$ cat src/sv/twv_pkg.sv
// Package for the time-window VWAP block: widths, payload structs, controller states
// and the command/status structs between controller and datapath. No dependencies.
`default_nettype none
package twv_pkg;
    localparam int WINDOW_DEPTH = 4096;
    localparam int TIME_BITS    = 48;
    localparam int PRICE_BITS   = 24;
    localparam int VOLUME_BITS  = 24;
    localparam int IDX_BITS     = $clog2(WINDOW_DEPTH);
    localparam int CNT_BITS     = $clog2(WINDOW_DEPTH + 1);
    localparam int PV_BITS      = 60;
    localparam int VS_BITS      = 36;
    localparam int CFG_BITS     = 32;
    localparam int VWAP_BITS    = 24;
    localparam int DIV_CNT_BITS = $clog2(PV_BITS + 1);
    localparam logic [CFG_BITS-1:0] WINDOW_RESET = CFG_BITS'(60000);

    typedef struct packed {
        logic [TIME_BITS-1:0]   trade_time;
        logic [PRICE_BITS-1:0]  trade_price;
        logic [VOLUME_BITS-1:0] trade_size;
    } trade_t;

    typedef struct packed {
        logic [VWAP_BITS-1:0] vwap;
        logic                 vwap_valid;
        logic [12:0]          window_count;
    } result_t;

    typedef enum logic [3:0] {
        ST_IDLE, ST_READ, ST_WAIT, ST_CHECK, ST_DROP, ST_APPEND, ST_DIV_START,
        ST_DIV, ST_OUT
    } ctrl_state_t;

    typedef struct packed {
        logic load_item;    // capture the input word
        logic read_oldest;  // issue memory read at the oldest index
        logic drop;         // subtract the read entry and advance oldest
        logic append;       // write new trade and add it to the sums
        logic div_start;
        logic div_step;
        logic out_load;     // capture the result word
    } dp_cmd_t;

    typedef struct packed {
        logic empty;
        logic full;
        logic expired;
        logic div_done;
    } dp_status_t;
endpackage
`default_nettype wire

$ cat src/sv/twv_ctrl.sv
// Controller state machine for the time-window VWAP block.
// Depends on twv_pkg; drives commands into twv_datapath.
`default_nettype none
module twv_ctrl import twv_pkg::*; (
    input  wire logic       aclk,
    input  wire logic       aresetn,
    input  wire logic       s_valid,
    output logic            s_ready,
    input  wire logic       out_busy,
    input  wire dp_status_t status,
    output dp_cmd_t         cmd
);
    ctrl_state_t state_reg, state_next;

    always_ff @(posedge aclk) begin
        if (!aresetn) state_reg <= ST_IDLE;
        else          state_reg <= state_next;
    end

    always_comb begin
        state_next = state_reg;
        cmd = '0;
        s_ready = 1'b0;
        case (state_reg)
            ST_IDLE: begin
                s_ready = 1'b1;
                if (s_valid) begin
                    cmd.load_item = 1'b1;
                    state_next = ST_READ;
                end
            end
            ST_READ: begin
                if (status.empty) begin
                    state_next = ST_APPEND;
                end else begin
                    cmd.read_oldest = 1'b1;
                    state_next = ST_WAIT;
                end
            end
            ST_WAIT: state_next = ST_CHECK;
            ST_CHECK: begin
                // Expired entries go one a pass; a full store loses its oldest once.
                if (status.expired || status.full) begin
                    cmd.drop = 1'b1;
                    state_next = status.expired ? ST_READ : ST_APPEND;
                end else begin
                    state_next = ST_APPEND;
                end
            end
            ST_DROP: state_next = ST_APPEND;
            ST_APPEND: begin
                cmd.append = 1'b1;
                state_next = ST_DIV_START;
            end
            ST_DIV_START: begin
                cmd.div_start = 1'b1;
                state_next = ST_DIV;
            end
            ST_DIV: begin
                if (status.div_done) begin
                    state_next = ST_OUT;
                end else begin
                    cmd.div_step = 1'b1;
                end
            end
            ST_OUT: begin
                if (!out_busy) begin
                    cmd.out_load = 1'b1;
                    state_next = ST_IDLE;
                end
            end
            default: state_next = ST_IDLE;
        endcase
    end
endmodule
`default_nettype wire

$ cat config.mk
export PLATFORM = sky130hd
export DESIGN_NAME = twv_ctrl
export DESIGN_NICKNAME = d
export VERILOG_FILES = /design/src/sv/twv_pkg.sv /design/src/sv/twv_ctrl.sv
export SDC_FILE = /design/constraint.sdc
export NUM_CORES = 1
export LEC_CHECK = 0
export ABC_CLOCK_PERIOD_IN_PS = 1300
export BUFFER_PORTS_ARGS = -buffer_cell sky130_fd_sc_hd__buf_4
export CORE_AREA = 4 4 41 43
export CTS_CLUSTER_SIZE = 12
export DETAILED_ROUTE_END_ITERATION = 10
export DIE_AREA = 0 0 45 47
export PLACE_DENSITY_LB_ADDON = 0.12
export SLEW_MARGIN = 30
export SYNTH_ARGS = -nofsm -noshare
export SYNTH_HDL_FRONTEND = slang
export SYNTH_SLANG_ARGS = --single-unit
$ cat constraint.sdc
create_clock -name aclk -period 1.3 [get_ports aclk]
set_clock_uncertainty 0.2 [all_clocks]
set_input_delay 0.26 -clock aclk [delete_from_list [all_inputs] [get_ports aclk]]
set_output_delay 0.26 -clock aclk [all_outputs]
set_load 0.02 [all_outputs]
[After elaboration in Yosys (flattened, before gate mapping)]
Index checks and enable logic that the tools add are counted.
Storage, ports and cells
  flip-flop bits (word level): 4
  output and inout port bits: 8
  logic and storage cells: 35
Cells by class
  equal/unequal tests: 11
  multiplexer cells: 20
  reductions and logical operators: 3
Operators by type and width (number)
  case mux 4 bit (9 select lines): 1
  equality test 4 x 3 -> 1 bit, second input constant: 4
  2-to-1 mux 1 bit: 13
  2-to-1 mux 4 bit: 3
  2-to-1 mux 3 bit: 3
  equality test 4 x 2 -> 1 bit, second input constant: 2
  != test 2 bit, second input constant: 3
  equality test 4 x 1 -> 1 bit, second input constant: 1
  equality test 4 bit, second input constant: 1
  zero test 4 bit: 1
  AND reduction 3 bit: 1
  logical OR 1 bit: 1

[Longest topological paths before layout]
Gate-level depths: netlist of run 1.
  depth after elaboration: 3
  mapped depth: 4
  gate-level depth less buffers: 3

[Least setup slack after synthesis of run 1]
OpenSTA, ideal clock, no wires.
  path kind: flip-flop to output port
  start: register state_reg[2]
  end: output cmd[6] (netlist name)
  cell stages (with the launch flop): 4
  slack: -0.739 ns
  data arrival time: 1.579 ns
  path through: dfxtp_1 > buf_2 > nor4_1 > and2_1
RTL lines
  start, declared: RTL line twv_ctrl.sv:13  | ctrl_state_t state_reg, state_next;
  start signal, assigned: RTL line twv_ctrl.sv:17  | else state_reg <= state_next;
  end, declared: RTL line twv_ctrl.sv:11  | output dp_cmd_t cmd

==> reports/metrics.cfg, run 1 <==
[placed_design]
place_hpwl_um = 761
place.gp.congestion = 0.703
io_buffers = 15

[sta]
rsz0062_at_grt = yes
hold_viol_final = 0
min_period_over_period = 1.26
hold_slack_ps = 54.4
slew_violations = 0
tightest_slew_ps = 216
max_freq_ghz = 0.611
finalCriticalPeriod_ps = 1640
setup_viol = 10
worst_slack_ps = -337
slew_headroom = 0.855

[synthesis]
synthTopCellsByCount = a21oi_1 (4), dfxtp_1 (4), nor3_1 (4), o21ai_0 (4)
syn_nets = 50
ys_types = 21
synth_top_area_share = 0.270
seq_area_frac_synth = 0.270
yosys.area.top_type = dfxtp_1
synthArstFlopShare = 0
avgSynthCellArea_um2 = 7.06
synth_edf_count = 0
syn_area_um2 = 297
yosys_register_bits = 4
yosys-top-cells-area = dfxtp_1 (27%), a21oi_1 (6.8%), nor3_1 (6.8%)
ys_warn_count = 0
synthFlopType = dfxtp_1
syn-instance-count = 42

[die]
start_util = 0.228
fp-row-count = 13
die_y_um = 47
die_width_um = 45
io_pins = 16
core_um2 = 1300
dieArea_um2 = 2120

[layout]
final_util = 0.527
largest_register_ffs = 4
n_antenna_cell = 0
num-fill-cells = 142
syn_to_final_growth_pct = 131
nets = 80
layout-drive-gt1-share = 0.714

[clocking]
clk_transition_reported_paths_ps = 40
clockBufferDepth = 2
hold_buffers = 0
clock-sinks = 4
cts_max_level = 1
cts_made_buffers = 3
clk_latency_ps = 230
cts_tree = done
cts_root_buffer = clkbuf_4

[power_and_ir_drop]
power.internal_mw = 0.414
ir_worst_vdd_mv = 0.757
comb_power_share = 0.486
sw_frac_of_total = 0.349
pwr_density_cell_nw_per_um2 = 928
p_switching_mw = 0.222
leakagePower_nw = 0.298
pwr-share-seq = 0.278
p_clk_frac = 0.236

[setup_path]
cp-startpoint = state_reg[0]
crit_arrival_ps = 1180
r2r_start = state_reg[1]
worst_setup_path_start_kind = flop
reg2reg_slack_ps = -290
crit_type = reg -> out
reg2reg_to = state_reg[0]
critPathCaptureType = primary output
cp_data_required_time_ps = 840
rr_worst_depth = 4
worstPathMaxFanout = 8

[global_routing]
grt_pass1_vias = 385
antenna_found_initial = 0
grt_start_max_net_pins = 9
grt.total_usage = 0.105
grt-ovfl-total = 0
grt_first_pass_wirelength_um = 1570

[drt]
num_vias = 408
viasPerCell = 4.80
detail-route-antenna-nets = 0
routed_wl_um = 1030
drc = 0
drtIter0Drc = 4
dr.pass1.iters = 3
wl_per_cell_um = 12.1

[min_path]
hold_path_end = state_reg[0]
holdPathStages = 2
hold_path.class = in -> reg
min_from = aresetn

[outcome]
status = finished, violations left
violations = setup timing

[flow_run]
max_cap_violations = 0

-- routing by layer --
layer  global-route usage  routed length (µm)  vias up
met2                0.169                 483       10
met1                0.132                 472      184
met4               0.0175                   0        0
li1                     -                   -      214
met5                    0                   0        -
met3               0.0460                  71        0
-- cell families (layout without fill, tap and decap cells) --
| group | count (synthesis) | in the layout | share of synthesized area |
|---|---|---|---|
| DFF | 4 | 4 | 0.270 |
| and+or+nand+nor | 22 | 22 | 0.439 |
| buffers and inverters | 5 | 33 | 0.0759 |
| AOI/OAI and AO/OA | 11 | 11 | 0.215 |
-- power by group through the flow --
stage                     sequential [mW]  clock [mW]  combinational (mW)
after global routing                0.180       0.170               0.333
after detailed placement            0.169           0               0.251
after floorplan                     0.150           0               0.175
final                               0.177       0.150               0.309
after CTS                           0.172       0.158               0.289
after global placement              0.170           0               0.251
-- worst max path at each step --
stage | endpoint | depth (start not counted)
2_1_floorplan | cmd[6] | 3
3_3_place_gp | state_reg[0] | 2
3_5_place_dp | state_reg[0] | 2
4_1_cts | cmd[6] | 4
5_1_grt | cmd[6] | 4
6_report | cmd[6] | 3
-- final cells by class --
| class | count | area, µm² | area share |
|---|---|---|---|
| Sequential cell | 4 | 92.6 | 0.135 |
| Clock buffer | 3 | 22.5 | 0.0328 |
| Inverter | 1 | 3.75 | 0.00547 |
| Tap cell | 15 | 18.8 | 0.0274 |
| Timing Repair Buffer | 29 | 248 | 0.361 |
| Multi-Input combinational cell | 33 | 300 | 0.438 |
-- what timing repair did --
item                       in CTS  in global routing
setup endpoints to repair      10                 10
pin swaps                       5                  6
setup buffers                   3                  1
gates cloned                    0                  0
gates resized for setup        14                  8
-- worst max-delay path: stages (launching register included) --
cell and delay [ps]:
dfxtp_4 380, nor4_4 270, and2_4 180, buf_6 100
-- layout by cell type, fill, tap and decap left out --
cell type  netlist  final
clkbuf_4         0      3
and4b_1          1      1
dfxtp_2          0      1
dfxtp_4          0      3
nor2_1           3      2
a21oi_2          0      1
buf_6            0      8
or4_4            1      1
nand2_1          3      2
nor2b_1          1      1
nand2_4          0      1
a31oi_1          1      1
nand2b_2         0      2
nor3_4           0      3
nor3b_1          2      1
nand3_1          1      1
o21a_1           1      1
nor3_2           0      1
a32o_1           1      1
nor4_4           0      2
and2_4           0      1
buf_4            0     21
nor3b_4          0      1
a21oi_1          4      3
inv_1            1      1
nor2_4           0      1
o21ai_0          4      4
nand4b_1         1      1
-- metrics by stage --
step / setup slack, ps / TNS [ps] / area [µm²] / power (mW) / instances
floorplan: -281 / -1380 / 380 / 0.325 / 42
global placement: -193 / -1380 / 554 / 0.420 / 78
detailed placement: -206 / -1470 / 554 / 0.419 / 78
CTS: -382 / -2840 / 643 / 0.619 / 84
global route: -426 / -3370 / 686 / 0.683 / 85
finish: -337 / -2780 / 686 / 0.637 / 85
(Power assumes the default switching activity.)
==> run 2, diff against run 1 <==
--- a/config.mk
+++ b/config.mk
@@ -11,8 +11,9 @@
 export CTS_CLUSTER_SIZE = 12
 export DETAILED_ROUTE_END_ITERATION = 10
 export DIE_AREA = 0 0 45 47
-export PLACE_DENSITY_LB_ADDON = 0.12
+export PLACE_DENSITY = 0.51
 export SLEW_MARGIN = 30
 export SYNTH_ARGS = -nofsm -noshare
 export SYNTH_HDL_FRONTEND = slang
 export SYNTH_SLANG_ARGS = --single-unit
+export TNS_END_PERCENT = 1
==> run 2 against run 1 <==
Compared with the run above:
- the flow still finishes with violations (setup timing)
- cell count fell by 3.5%
- die area unchanged
- flip-flop and latch count stayed put
- hold slack got worse by 3.2 ps
- critical endpoint is now cmd[2]
- largest cell class unchanged
- largest power group unchanged
==> reports/metrics.cfg, run 2 (same netlist as run 1, synthesis figures left out) <==
[power_and_ir_drop]
ir_worst_vdd_mv = 0.360
comb_power_share = 0.463
pwr_density_cell_nw_per_um2 = 1000
power.internal_mw = 0.402
p_switching_mw = 0.207
p_clk_frac = 0.258
pwr-share-seq = 0.279
p_total_mw = 0.609
leakagePower_nw = 0.263
sw_frac_of_total = 0.340

[drt]
detail-route-antenna-nets = 0
wl_met1_um = 384
routed_wl_um = 978
num_vias = 394
viasPerCell = 4.80
dr.pass1.iters = 3
wl_per_cell_um = 11.9
top_layer = met3
drc = 0
wl_met2_um = 550
dr_wl_met3_um = 43
drtIter0Drc = 4

[setup_path]
r2r_start = state_reg[1]
critPathTopFamily = flip-flops
crit_path_cell_trace = buf_6, nand2b_2, nor3b_2, buf_4
critPathCaptureType = primary output
worstPathMaxFanout = 6
crit_type = reg -> out
worst_setup_path_start_kind = flop
cpPeakStageDelay_ps = 390
path_buf_inv = 2
cp_data_required_time_ps = 840
critPathSlowestCell = dfxtp_4
rr_worst_depth = 3
reg2reg_to = state_reg[0]
crit_arrival_ps = 1160
reg2reg_slack_ps = -260

[sta]
slew_headroom = 0.855
worst_slack_ps = -322
rsz0062_at_grt = yes
min_period_over_period = 1.25
max_freq_ghz = 0.617
slew_violations = 0
hold_viol_final = 0
setup_viol = 10
tightest_slew_ps = 217
setup_tns_ps = -2810
finalCriticalPeriod_ps = 1620

[clocking]
clk_transition_reported_paths_ps = 40
clk_latency_ps = 240
cts_root_buffer = clkbuf_4
clockBufferDepth = 2
cts_tree = done
clock-sinks = 4
cts_max_level = 1
cts_made_buffers = 3

[die]
dieArea_um2 = 2120
die_y_um = 47
io_pins = 16
die_width_um = 45
fp-row-count = 13
start_util = 0.228
core_um2 = 1300

[min_path]
hold_path.class = in -> reg
holdPathStages = 2
hold_path_end = state_reg[0]
min_from = aresetn

[outcome]
violations = setup timing
status = finished, violations left

[global_routing]
grt_pass1_vias = 355
grt-ovfl-total = 0
grt.total_usage = 0.0964
grt_first_pass_wirelength_um = 1460
grt_start_max_net_pins = 12
antenna_found_initial = 0

[placed_design]
place.gp.congestion = 0.754
io_buffers = 15
place_hpwl_um = 685

[layout]
final_common_cell = buf_4
nets = 77
num-fill-cells = 145
largest_register_ffs = 4
syn_to_final_growth_pct = 105
n_antenna_cell = 0
mostFrequentLayoutCells = buf_4 (22), buf_6 (4)
layout-drive-gt1-share = 0.642

[flow_run]
max_cap_violations = 0

## run 2: metrics by stage
stage | cell area (µm²) | cells | util | setup WS (ps) | hold WS [ps]
2_1_floorplan | 349 | 42 | - | -281 | 186
3_3_place_gp | 517 | 77 | 0.397 | -169 | 288
3_5_place_dp | 517 | 77 | 0.397 | -180 | 293
4_1_cts | 562 | 80 | 0.432 | -361 | 41.4
5_1_grt | 607 | 82 | 0.466 | -380 | 54.4
6_report | 607 | 82 | 0.466 | -322 | 51.2
## run 2: layer usage
layer | global-route usage | vias up
li1 | - | 209
met1 | 0.111 | 179
met2 | 0.150 | 6
met3 | 0.0307 | 0
met4 | 0.0702 | 0
met5 | 0 | -
## run 2: power groups by stage
stage	Clock [mW]	Combinational [mW]	Sequential [mW]
floorplan	0	0.161	0.150
global placement	0	0.233	0.172
detailed placement	0	0.234	0.171
CTS	0.167	0.248	0.173
global route	0.172	0.303	0.175
finish	0.157	0.282	0.170
## run 2: repair_timing
action / in CTS / in global routing
pin swaps: 0 / 2
hold buffers: 0 / 0
endpoints found under the setup margin: 10 / 10
resized for setup: 9 / 9
buffers inserted: 0 / 2
## run 2: how the worst max path moves through the flow
stage	end	slack (ps)	start	cells past startpoint
after floorplan	cmd[6]	-280	state_reg[1]	3
after global placement	state_reg[0]	-170	state_reg[0]	2
after detailed placement	state_reg[0]	-180	state_reg[0]	2
after CTS	cmd[6]	-360	state_reg[1]	3
after global routing	cmd[1]	-380	state_reg[1]	4
final	cmd[2]	-320	state_reg[1]	4
## run 2: cell type report
class | count | area, µm² | area share
clock buffer | 3 | 22.5 | 0.0371
timing repair buffer | 26 | 210 | 0.346
inverter | 1 | 3.75 | 0.00619
sequential | 4 | 92.6 | 0.153
tap | 15 | 18.8 | 0.0309
multi-input combinational | 33 | 259 | 0.427
